File: src/alf_pkg.sv
// Shared constants, character codes and controller/datapath interface types.
package alf_pkg;

	localparam int LEAD_DEPTH = 32;
	localparam int LEAD_CW    = $clog2(LEAD_DEPTH + 1);
	localparam int LEAD_IW    = (LEAD_DEPTH > 1) ? $clog2(LEAD_DEPTH) : 1;

	localparam int COL_W      = 8;
	localparam int TAB_WIDTH  = 8;

	localparam logic [COL_W-1:0] TAB_MASK    = 8'hF8;
	localparam logic [COL_W-1:0] TAB_SAT     = COL_W'(256 - TAB_WIDTH);
	localparam logic [COL_W-1:0] COL_MAX     = 8'hFF;
	localparam logic [COL_W-1:0] COMMENT_COL = 8'd32;

	localparam logic [7:0] CH_NUL   = 8'h00;
	localparam logic [7:0] CH_TAB   = 8'h09;
	localparam logic [7:0] CH_NL    = 8'h0A;
	localparam logic [7:0] CH_SP    = 8'h20;
	localparam logic [7:0] CH_QUOTE = 8'h27;
	localparam logic [7:0] CH_COLON = 8'h3A;
	localparam logic [7:0] CH_SEMI  = 8'h3B;

	// status: datapath to controller
	typedef struct packed {
		logic       is_end;
		logic       semi;
		logic [1:0] ntabs;
		logic       pad;
		logic       replay;
		logic       emit;
		logic       pad_needed;
		logic       replay_done;
		logic       out_free;
	} alf_status_t;

	// commands: controller to datapath
	typedef struct packed {
		logic accept;
		logic ld_tab;
		logic ld_char;
		logic ld_blank;
		logic ld_semi;
		logic ld_nl;
	} alf_cmd_t;

endpackage

File: src/alf_ram.sv
// Generic single-port-write, single-port-read RAM with registered read data.
module alf_ram #(
	parameter int WIDTH = 1,
	parameter int DEPTH = 32,
	localparam int AW = (DEPTH > 1) ? $clog2(DEPTH) : 1
) (
	input  logic             clk,
	input  logic             wr_en,
	input  logic [AW-1:0]    wr_addr,
	input  logic [WIDTH-1:0] wr_data,
	input  logic [AW-1:0]    rd_addr,
	output logic [WIDTH-1:0] rd_data
);

	logic [WIDTH-1:0] mem [DEPTH];

	always_ff @(posedge clk) begin
		if (wr_en) begin
			mem[wr_addr] <= wr_data;
		end
		rd_data <= mem[rd_addr];
	end

endmodule

File: src/alf_ctrl.sv
// Sequencer: turns one decoded item into a series of output loads.
module alf_ctrl (
	input  logic                 clk,
	input  logic                 arst_n,
	input  logic                 in_valid,
	output logic                 in_stall,
	input  alf_pkg::alf_status_t sts,
	output alf_pkg::alf_cmd_t    cmd
);
	import alf_pkg::*;

	typedef enum logic [2:0] {
		S_IDLE,
		S_TABS,
		S_PAD,
		S_REPLAY,
		S_CHAR,
		S_SEMI,
		S_NL
	} state_t;

	state_t     state_q, state_d;
	logic [1:0] tab_cnt_q, tab_cnt_d;
	logic       pad_q, pad_d;

	assign in_stall = (state_q != S_IDLE);

	always_comb begin
		cmd       = '0;
		state_d   = state_q;
		tab_cnt_d = tab_cnt_q;
		pad_d     = pad_q;
		case (state_q)
			S_IDLE: begin
				if (in_valid) begin
					cmd.accept = 1'b1;
					tab_cnt_d  = sts.ntabs;
					pad_d      = sts.pad;
					if (sts.is_end) begin
						state_d = sts.semi ? S_SEMI : S_NL;
					end else if (sts.ntabs != 2'd0) begin
						state_d = S_TABS;
					end else if (sts.pad) begin
						state_d = S_PAD;
					end else if (sts.replay) begin
						state_d = S_REPLAY;
					end else if (sts.emit) begin
						state_d = S_CHAR;
					end
				end
			end
			S_TABS: begin
				if (sts.out_free) begin
					cmd.ld_tab = 1'b1;
					tab_cnt_d  = tab_cnt_q - 2'd1;
					if (tab_cnt_q == 2'd1) begin
						state_d = pad_q ? S_PAD : S_CHAR;
					end
				end
			end
			S_PAD: begin
				if (sts.out_free) begin
					if (sts.pad_needed) begin
						cmd.ld_tab = 1'b1;
					end else begin
						cmd.ld_char = 1'b1;
						state_d     = S_IDLE;
					end
				end
			end
			S_REPLAY: begin
				if (sts.out_free) begin
					if (sts.replay_done) begin
						cmd.ld_char = 1'b1;
						state_d     = S_IDLE;
					end else begin
						cmd.ld_blank = 1'b1;
					end
				end
			end
			S_CHAR: begin
				if (sts.out_free) begin
					cmd.ld_char = 1'b1;
					state_d     = S_IDLE;
				end
			end
			S_SEMI: begin
				if (sts.out_free) begin
					cmd.ld_semi = 1'b1;
					state_d     = S_NL;
				end
			end
			S_NL: begin
				if (sts.out_free) begin
					cmd.ld_nl = 1'b1;
					state_d   = S_IDLE;
				end
			end
			default: begin
				state_d = S_IDLE;
			end
		endcase
	end

	always_ff @(posedge clk or negedge arst_n) begin
		if (!arst_n) begin
			state_q   <= S_IDLE;
			tab_cnt_q <= 2'd0;
			pad_q     <= 1'b0;
		end else begin
			state_q   <= state_d;
			tab_cnt_q <= tab_cnt_d;
			pad_q     <= pad_d;
		end
	end

endmodule

File: src/alf_dp.sv
// Datapath: field decode, column tracking, leading-blank store, output register.
module alf_dp (
	input  logic                 clk,
	input  logic                 arst_n,
	input  logic [7:0]           in_char,
	input  logic                 line_end,
	input  alf_pkg::alf_cmd_t    cmd,
	output alf_pkg::alf_status_t sts,
	output logic                 out_valid,
	input  logic                 out_stall,
	output logic [7:0]           out_char,
	output logic                 line_done,
	output logic                 bad_line,
	output logic                 overflow
);
	import alf_pkg::*;

	typedef enum logic [3:0] {
		M_LEAD      = 4'd0,
		M_LABEL     = 4'd1,
		M_AFT_LABEL = 4'd2,
		M_OPCODE    = 4'd3,
		M_AFT_OPC   = 4'd4,
		M_OPERAND   = 4'd5,
		M_QUOTE     = 4'd6,
		M_AFT_OPND  = 4'd7,
		M_COMMENT   = 4'd8,
		M_DROP      = 4'd9,
		M_RAW       = 4'd10
	} mode_t;

	mode_t              mode_q, mode_d;
	logic [COL_W-1:0]   column_q, column_d;
	logic [LEAD_CW-1:0] lead_count_q, lead_count_d;
	logic [LEAD_CW-1:0] idx_q, idx_d;
	logic               saw_bad_q, saw_bad_d;
	logic               saw_ovf_q, saw_ovf_d;
	logic [7:0]         char_q;
	logic               out_valid_q;
	logic [7:0]         out_char_q;
	logic               line_done_q, bad_line_q, overflow_q;

	// decode results
	mode_t              dec_mode;
	logic               dec_lead_wr, dec_lead_ovf, dec_bad;
	logic               is_blank;
	logic               lead_rd;
	logic               load;
	logic [7:0]         load_char;

	assign is_blank = (in_char == CH_SP) || (in_char == CH_TAB);

	// Decode one item against the current field.
	always_comb begin
		dec_mode     = mode_q;
		dec_lead_wr  = 1'b0;
		dec_lead_ovf = 1'b0;
		dec_bad      = 1'b0;
		sts          = '0;
		if (line_end) begin
			sts.is_end = 1'b1;
			sts.semi   = (mode_q == M_LEAD);
		end else if (in_char != CH_NUL) begin
			case (mode_q)
				M_LEAD: begin
					if (is_blank) begin
						if (lead_count_q < LEAD_CW'(LEAD_DEPTH)) begin
							dec_lead_wr = 1'b1;
						end else begin
							dec_lead_ovf = 1'b1;
						end
					end else if (in_char == CH_SEMI) begin
						dec_mode   = M_RAW;
						sts.replay = 1'b1;
						sts.emit   = 1'b1;
					end else if (lead_count_q != '0) begin
						sts.ntabs = 2'd1;
						sts.emit  = 1'b1;
						dec_mode  = M_OPCODE;
					end else if (in_char == CH_COLON) begin
						dec_mode = M_AFT_LABEL;
					end else begin
						sts.emit = 1'b1;
						dec_mode = M_LABEL;
					end
				end
				M_LABEL: begin
					if (is_blank || in_char == CH_COLON) begin
						dec_mode = M_AFT_LABEL;
					end else if (in_char == CH_SEMI) begin
						sts.ntabs = 2'd2;
						sts.pad   = 1'b1;
						sts.emit  = 1'b1;
						dec_mode  = M_COMMENT;
					end else begin
						sts.emit = 1'b1;
					end
				end
				M_AFT_LABEL: begin
					if (in_char == CH_SEMI) begin
						sts.ntabs = 2'd2;
						sts.pad   = 1'b1;
						sts.emit  = 1'b1;
						dec_mode  = M_COMMENT;
					end else if (!is_blank) begin
						sts.ntabs = 2'd1;
						sts.emit  = 1'b1;
						dec_mode  = M_OPCODE;
					end
				end
				M_OPCODE: begin
					if (is_blank) begin
						dec_mode = M_AFT_OPC;
					end else if (in_char == CH_SEMI) begin
						sts.ntabs = 2'd1;
						sts.pad   = 1'b1;
						sts.emit  = 1'b1;
						dec_mode  = M_COMMENT;
					end else begin
						sts.emit = 1'b1;
					end
				end
				M_AFT_OPC: begin
					if (in_char == CH_SEMI) begin
						sts.ntabs = 2'd1;
						sts.pad   = 1'b1;
						sts.emit  = 1'b1;
						dec_mode  = M_COMMENT;
					end else if (!is_blank) begin
						sts.ntabs = 2'd1;
						sts.emit  = 1'b1;
						dec_mode  = (in_char == CH_QUOTE) ? M_QUOTE : M_OPERAND;
					end
				end
				M_OPERAND: begin
					if (is_blank) begin
						dec_mode = M_AFT_OPND;
					end else if (in_char == CH_SEMI) begin
						sts.pad  = 1'b1;
						sts.emit = 1'b1;
						dec_mode = M_COMMENT;
					end else begin
						sts.emit = 1'b1;
						dec_mode = (in_char == CH_QUOTE) ? M_QUOTE : M_OPERAND;
					end
				end
				M_QUOTE: begin
					sts.emit = 1'b1;
					if (in_char == CH_QUOTE) begin
						dec_mode = M_OPERAND;
					end
				end
				M_AFT_OPND: begin
					if (in_char == CH_SEMI) begin
						sts.pad  = 1'b1;
						sts.emit = 1'b1;
						dec_mode = M_COMMENT;
					end else if (!is_blank) begin
						dec_bad  = 1'b1;
						dec_mode = M_DROP;
					end
				end
				M_COMMENT, M_RAW: begin
					sts.emit = 1'b1;
				end
				default: begin
				end
			endcase
		end
		sts.pad_needed  = (column_q < COMMENT_COL);
		sts.replay_done = (idx_q == lead_count_q);
		sts.out_free    = !out_valid_q || !out_stall;
	end

	// Leading-blank store: 1 marks a tab, 0 a space.
	alf_ram #(
		.WIDTH(1),
		.DEPTH(LEAD_DEPTH)
	) u_lead_ram (
		.clk     (clk),
		.wr_en   (cmd.accept && dec_lead_wr),
		.wr_addr (lead_count_q[LEAD_IW-1:0]),
		.wr_data (in_char == CH_TAB),
		.rd_addr (idx_d[LEAD_IW-1:0]),
		.rd_data (lead_rd)
	);

	// Read address runs one step ahead so read data always matches idx_q.
	always_comb begin
		if (cmd.accept) begin
			idx_d = '0;
		end else if (cmd.ld_blank) begin
			idx_d = idx_q + LEAD_CW'(1);
		end else begin
			idx_d = idx_q;
		end
	end

	// Line state next values.
	always_comb begin
		mode_d       = mode_q;
		column_d     = column_q;
		lead_count_d = lead_count_q;
		saw_bad_d    = saw_bad_q;
		saw_ovf_d    = saw_ovf_q;
		if (cmd.ld_nl) begin
			mode_d       = M_LEAD;
			column_d     = '0;
			lead_count_d = '0;
			saw_bad_d    = 1'b0;
			saw_ovf_d    = 1'b0;
		end else begin
			if (cmd.accept) begin
				mode_d = dec_mode;
				if (dec_lead_wr) begin
					lead_count_d = lead_count_q + LEAD_CW'(1);
				end
				if (dec_lead_ovf) begin
					saw_ovf_d = 1'b1;
				end
				if (dec_bad) begin
					saw_bad_d = 1'b1;
				end
			end
			if (cmd.ld_tab) begin
				if (column_q >= TAB_SAT) begin
					column_d  = COL_MAX;
					saw_ovf_d = 1'b1;
				end else begin
					column_d = (column_q + COL_W'(TAB_WIDTH)) & TAB_MASK;
				end
			end
			if (cmd.ld_char && mode_q != M_RAW) begin
				if (column_q == COL_MAX) begin
					saw_ovf_d = 1'b1;
				end else begin
					column_d = column_q + COL_W'(1);
				end
			end
		end
	end

	assign load = cmd.ld_tab || cmd.ld_char || cmd.ld_blank || cmd.ld_semi || cmd.ld_nl;

	always_comb begin
		if (cmd.ld_char) begin
			load_char = char_q;
		end else if (cmd.ld_blank) begin
			load_char = lead_rd ? CH_TAB : CH_SP;
		end else if (cmd.ld_semi) begin
			load_char = CH_SEMI;
		end else if (cmd.ld_nl) begin
			load_char = CH_NL;
		end else begin
			load_char = CH_TAB;
		end
	end

	always_ff @(posedge clk or negedge arst_n) begin
		if (!arst_n) begin
			mode_q       <= M_LEAD;
			column_q     <= '0;
			lead_count_q <= '0;
			idx_q        <= '0;
			saw_bad_q    <= 1'b0;
			saw_ovf_q    <= 1'b0;
			out_valid_q  <= 1'b0;
		end else begin
			mode_q       <= mode_d;
			column_q     <= column_d;
			lead_count_q <= lead_count_d;
			idx_q        <= idx_d;
			saw_bad_q    <= saw_bad_d;
			saw_ovf_q    <= saw_ovf_d;
			if (load) begin
				out_valid_q <= 1'b1;
			end else if (!out_stall) begin
				out_valid_q <= 1'b0;
			end
		end
	end

	// Payload registers: hold the byte, load results.
	always_ff @(posedge clk) begin
		if (cmd.accept) begin
			char_q <= in_char;
		end
		if (load) begin
			out_char_q  <= load_char;
			line_done_q <= cmd.ld_nl;
			bad_line_q  <= cmd.ld_nl && saw_bad_q;
			overflow_q  <= cmd.ld_nl && saw_ovf_q;
		end
	end

	assign out_valid = out_valid_q;
	assign out_char  = out_char_q;
	assign line_done = line_done_q;
	assign bad_line  = bad_line_q;
	assign overflow  = overflow_q;

endmodule

File: src/asm_line_field_aligner.sv
// Top level of the assembler line field aligner.
//
// Input channel (in_valid / in_stall / in_char / line_end) takes one byte of a
// source line per transfer; a transfer with line_end high closes the line.
// Output channel (out_valid / out_stall / out_char / line_done / bad_line /
// overflow) gives the reformatted bytes; the newline carries line_done and
// the bad_line / overflow flags of the whole line.
// An item is taken while the input is free; its results then leave at one
// per cycle into the output register while the output is not stalled. The
// accept is registered in the sequencer state, from which the first result
// is loaded. A byte with results stalls the input until all are loaded; one
// with none (blanks, dropped text, zero bytes) does not stall it. Tab padding
// to the comment column and the replay of stored leading blanks give one
// result per tab or blank; replay reads one RAM entry per unstalled cycle.
// A stall on the output holds the output register and the sequencer; the
// input stays stalled until the current item's results are all loaded.
// Reset clears the field state, the column, the blank count, the flags and
// the output valid; the blank RAM has no reset and needs no clearing pass.
module asm_line_field_aligner (
	input  logic       clk,
	input  logic       arst_n,
	input  logic       in_valid,
	output logic       in_stall,
	input  logic [7:0] in_char,
	input  logic       line_end,
	output logic       out_valid,
	input  logic       out_stall,
	output logic [7:0] out_char,
	output logic       line_done,
	output logic       bad_line,
	output logic       overflow
);
	import alf_pkg::*;

	alf_status_t sts;
	alf_cmd_t    cmd;

	// Sequencer: decide which result goes out each cycle.
	alf_ctrl u_ctrl (
		.clk      (clk),
		.arst_n   (arst_n),
		.in_valid (in_valid),
		.in_stall (in_stall),
		.sts      (sts),
		.cmd      (cmd)
	);

	// Datapath: decode fields, track column, store blanks, hold the result.
	alf_dp u_dp (
		.clk       (clk),
		.arst_n    (arst_n),
		.in_char   (in_char),
		.line_end  (line_end),
		.cmd       (cmd),
		.sts       (sts),
		.out_valid (out_valid),
		.out_stall (out_stall),
		.out_char  (out_char),
		.line_done (line_done),
		.bad_line  (bad_line),
		.overflow  (overflow)
	);

	// A line-done result is always the newline.
	a_done_is_nl: assert property (@(posedge clk) disable iff (!arst_n)
		out_valid && line_done |-> out_char == CH_NL)
		else $error("line_done result is not a newline");

	// Line flags appear only on the line-done result.
	a_flags_on_done: assert property (@(posedge clk) disable iff (!arst_n)
		out_valid && (bad_line || overflow) |-> line_done)
		else $error("line flags outside the line-done result");

	// A new item is never taken in a cycle that loads a result.
	a_no_accept_on_load: assert property (@(posedge clk) disable iff (!arst_n)
		cmd.accept |-> !(cmd.ld_tab || cmd.ld_char || cmd.ld_blank ||
			cmd.ld_semi || cmd.ld_nl))
		else $error("accept overlaps a result load");

	// Loading a result over one that is stalled would lose it.
	a_no_overwrite: assert property (@(posedge clk) disable iff (!arst_n)
		out_valid && out_stall |-> !(cmd.ld_tab || cmd.ld_char || cmd.ld_blank ||
			cmd.ld_semi || cmd.ld_nl))
		else $error("result loaded over a stalled result");

endmodule
File: config.mk
export PLATFORM = sky130hd
export DESIGN_NAME = asm_line_field_aligner
export DESIGN_NICKNAME = d
export VERILOG_FILES = /design/src/alf_pkg.sv /design/src/alf_ram.sv /design/src/alf_ctrl.sv /design/src/alf_dp.sv /design/src/asm_line_field_aligner.sv
export SDC_FILE = /design/constraint.sdc
export NUM_CORES = 1
export LEC_CHECK = 0
export BUFFER_PORTS_ARGS = -buffer_cell sky130_fd_sc_hd__buf_2
export CORE_MARGIN = 5
export CORE_UTILIZATION = 66
export DETAILED_ROUTE_END_ITERATION = 6
export PLACE_DENSITY = 0.86
export SLEW_MARGIN = 20
export SYNTH_ARGS = -nofsm -noshare
export SYNTH_HDL_FRONTEND = slang
export SYNTH_SLANG_ARGS = --single-unit
File: constraint.sdc
create_clock -name clk -period 4.4 [get_ports clk]
set_input_delay 0.66 -clock clk [delete_from_list [all_inputs] [get_ports clk]]
set_output_delay 0.66 -clock clk [all_outputs]
set_load 0.02 [all_outputs]
==> results.toml <==
[run_status]
status = "finished, final reports clean"

[grt]
grt_max_degree = 34
overflow = 0
grt_pass1_wl_um = 17100
grt_pass1_vias = 3554
grtUsageTotal = 0.247
antenna_found_initial = 0

[critical_path]
path_max_fanout = 15
worstPathRequired_ns = 4.66
cp.arrival_ns = 3.71
crit_path_end_kind = "flop"
start_kind = "flop"
critPathKind = "reg2reg"

[timing]
fin_crit_ns = 3.45
final.setup.tns_ns = 0
setup_viol = 0
worst_slew_pin_slew_ns = 1.02
maxSlewHeadroom = 0.310
rsz0062_at_grt = "false"
fmax_ghz = 0.290
finalClockSkew_ns = 0.0115
finalMaxSlewViolations = 0
min_period_over_period = 0.783
hold_viol = 0

[synthesis]
synth_area_per_cell_um2 = 9.77
ys_warn_count = 0
synth_area_leaders = "edfxtp_1 33%, dfrtp_1 18%, nor2_1 6.5%"
async_flop_share = 0.388
ys_seq_area_frac = 0.511
post-synth-top-area-cell = "edfxtp_1"
synth_area_um2 = 4650
synth_edf_count = 51
synth_ff_type = "edfxtp_1"
syn_inst = 476
post-synth-top-area-fraction = 0.329
yosys_register_bits = 85
yosys-top-cells-count = "80 x nor2_1, 51 x edfxtp_1, 42 x nand2_1"
yosysMostFrequentCell = "nor2_1"
synth_nets = 497
synth.distinct_cells = 66

[clock_network]
cts_resized = 0
htree_levels = 3
cts-root-buf = "clkbuf_8"
cts_tree = "built"
clk-insertion-delay-late_ns = 0.36
post-cts-setup-buffers = 0
hold_buffers = 0
clock_sinks = 85
cts_buffer_depth = 2
cts.clk_slew.worst_paths_ns = 0.09
cts-buffers-inserted = 9

[final_layout]
postLayoutCoreUtil = 0.738
num_antenna_cells = 0
layout-drive-gt1-share = 0.116
area_delta_synth_final_pct = 8.34
nNetsFinal = 516
finalNonFillerCells = 596

[power]
irDropWorstVdd_v = 0.000249
powerDensity_nw_per_um2 = 471
p_leak_nw = 1.82

[placement]
dp.cells = 580
gp_congestion = 0.912
portBuffers = 25
dpl.hpwl_um = 7180

[worst_hold_path]
min_path_type = "in2async"

[die]
dieArea_um2 = 8830
die_h_um = 94.0
start_util = 0.681
ioPinCount = 26
fp.dieW_um = 94.0
rows = 30
design.core.area_um2 = 6830

[drt]
ant_nets = 0
dr.pass1.iters = 4
wirelength_um = 10200
drc_errors = 0
drtIter0Drc = 348
vias = 3731
wl_per_cell_um = 17.2
avgViaCountPerCell = 6.26

[flow_run]
drv_cap = 0
## per-layer routing
layer	wire length [µm]	track usage	vias up
met2	5050	0.409	154
met5	0	0	-
li1	-	-	1786
met1	4320	0.323	1764
met3	604	0.0401	27
met4	255	0.101	0
## cells in the final DEF, fill, tap and decap left out, types with 5 or more instances in the layout
master    instances
clkbuf_8          9
o211ai_1          7
nor2b_1           6
nor3_1           13
a31oi_1           7
dfrtp_1          33
xnor2_1          10
and2_1            8
nand4_1           5
inv_1            17
buf_2            25
nand2_1          42
a21oi_1          26
nand3b_1          5
a22oi_1          12
o21ai_0          19
ha_1              8
edfxtp_1         51
nor2_1           80
nand3_1          18
mux2i_1          18
a211oi_1          7
## flip-flops by register name, summed over array words and instances, names as in the netlist, 2 cells and up
register and count:
u_dp.u_lead_ram.mem 32, u_dp.char_q 8, u_dp.column_q 8, u_dp.out_char 8, u_dp.idx_q 6, u_dp.lead_count_q 6, u_dp.mode_q 4, u_ctrl.state_q 3
u_ctrl.tab_cnt_q 2
## final cells by class
type,count,area [µm²]
fillers,477,1790
multi-input cells,354,2130
clock inverters,7,75.1
well taps,96,120
clock buffers,9,124
inverters,17,63.8
repair buffers,28,148
flip-flops and latches,85,2380
## through the flow
stage	total power, W	cell area [µm²]	hold slack [ns]	setup slack, ns
after floorplan	0.00164	4650	0.364	1.30
after global placement	0.00180	4840	0.474	1.07
after detailed placement	0.00182	4840	0.499	0.935
after CTS	0.00237	5040	0.391	0.973
after global routing	0.00251	5040	0.427	0.697
final	0.00237	5040	0.367	0.953
## kinds of logic (layout without fill, tap and decap cells)
| family | Yosys count | count (layout) | synth area share |
|---|---|---|---|
| DFF | 85 | 85 | 0.511 |
| xor gates and xnor gates | 12 | 12 | 0.0226 |
| adders and majority gates | 8 | 8 | 0.0215 |
| AOI/OAI and AO/OA | 104 | 104 | 0.148 |
| muxes | 20 | 20 | 0.0433 |
| buffers and inverters | 37 | 61 | 0.0325 |
| and+or+nand+nor | 210 | 210 | 0.221 |
## power by group
part	switching (W)	internal (W)	total, W
logic	0.000441	0.000268	0.000709
clock network	0.000282	0.000265	0.000547
registers	0.000136	0.000982	0.00112
## critical path: stages, from the launching register on
cell and delay (ns):
dfrtp_1 0.52, xnor2_1 0.26, nand4_1 0.26, o21ai_0 0.50, mux2i_2 0.91, buf_4 0.30, mux2i_1 0.19, a22oi_1 0.10
nand2_1 0.08, nand3_1 0.08, o211a_1 0.15
## path summary, 6_finish.rpt
| path | from | to | slack (ns) | cells past startpoint |
|---|---|---|---|---|
| max | u_dp.lead_count_q[3]$_DFFE_PN0P_ | u_dp.u_lead_ram.rd_data$_DFF_P_ | 0.95 | 10 |
| min in group clk | in_char[7] | u_dp.char_q[7]$_DFFE_PP_ | 0.51 | 1 |
| max in group asynchronous | arst_n | u_dp.lead_count_q[3]$_DFFE_PN0P_ | 3.55 | 1 |
| min | arst_n | u_dp.column_q[6]$_DFF_PN0_ | 0.37 | 1 |
| min reg2reg | u_dp.saw_bad_q$_DFFE_PN0P_ | u_dp.saw_bad_q$_DFFE_PN0P_ | 0.52 | 2 |
| max reg2reg | u_dp.lead_count_q[3]$_DFFE_PN0P_ | u_dp.u_lead_ram.rd_data$_DFF_P_ | 0.95 | 10 |
(Power assumes the default switching activity.)
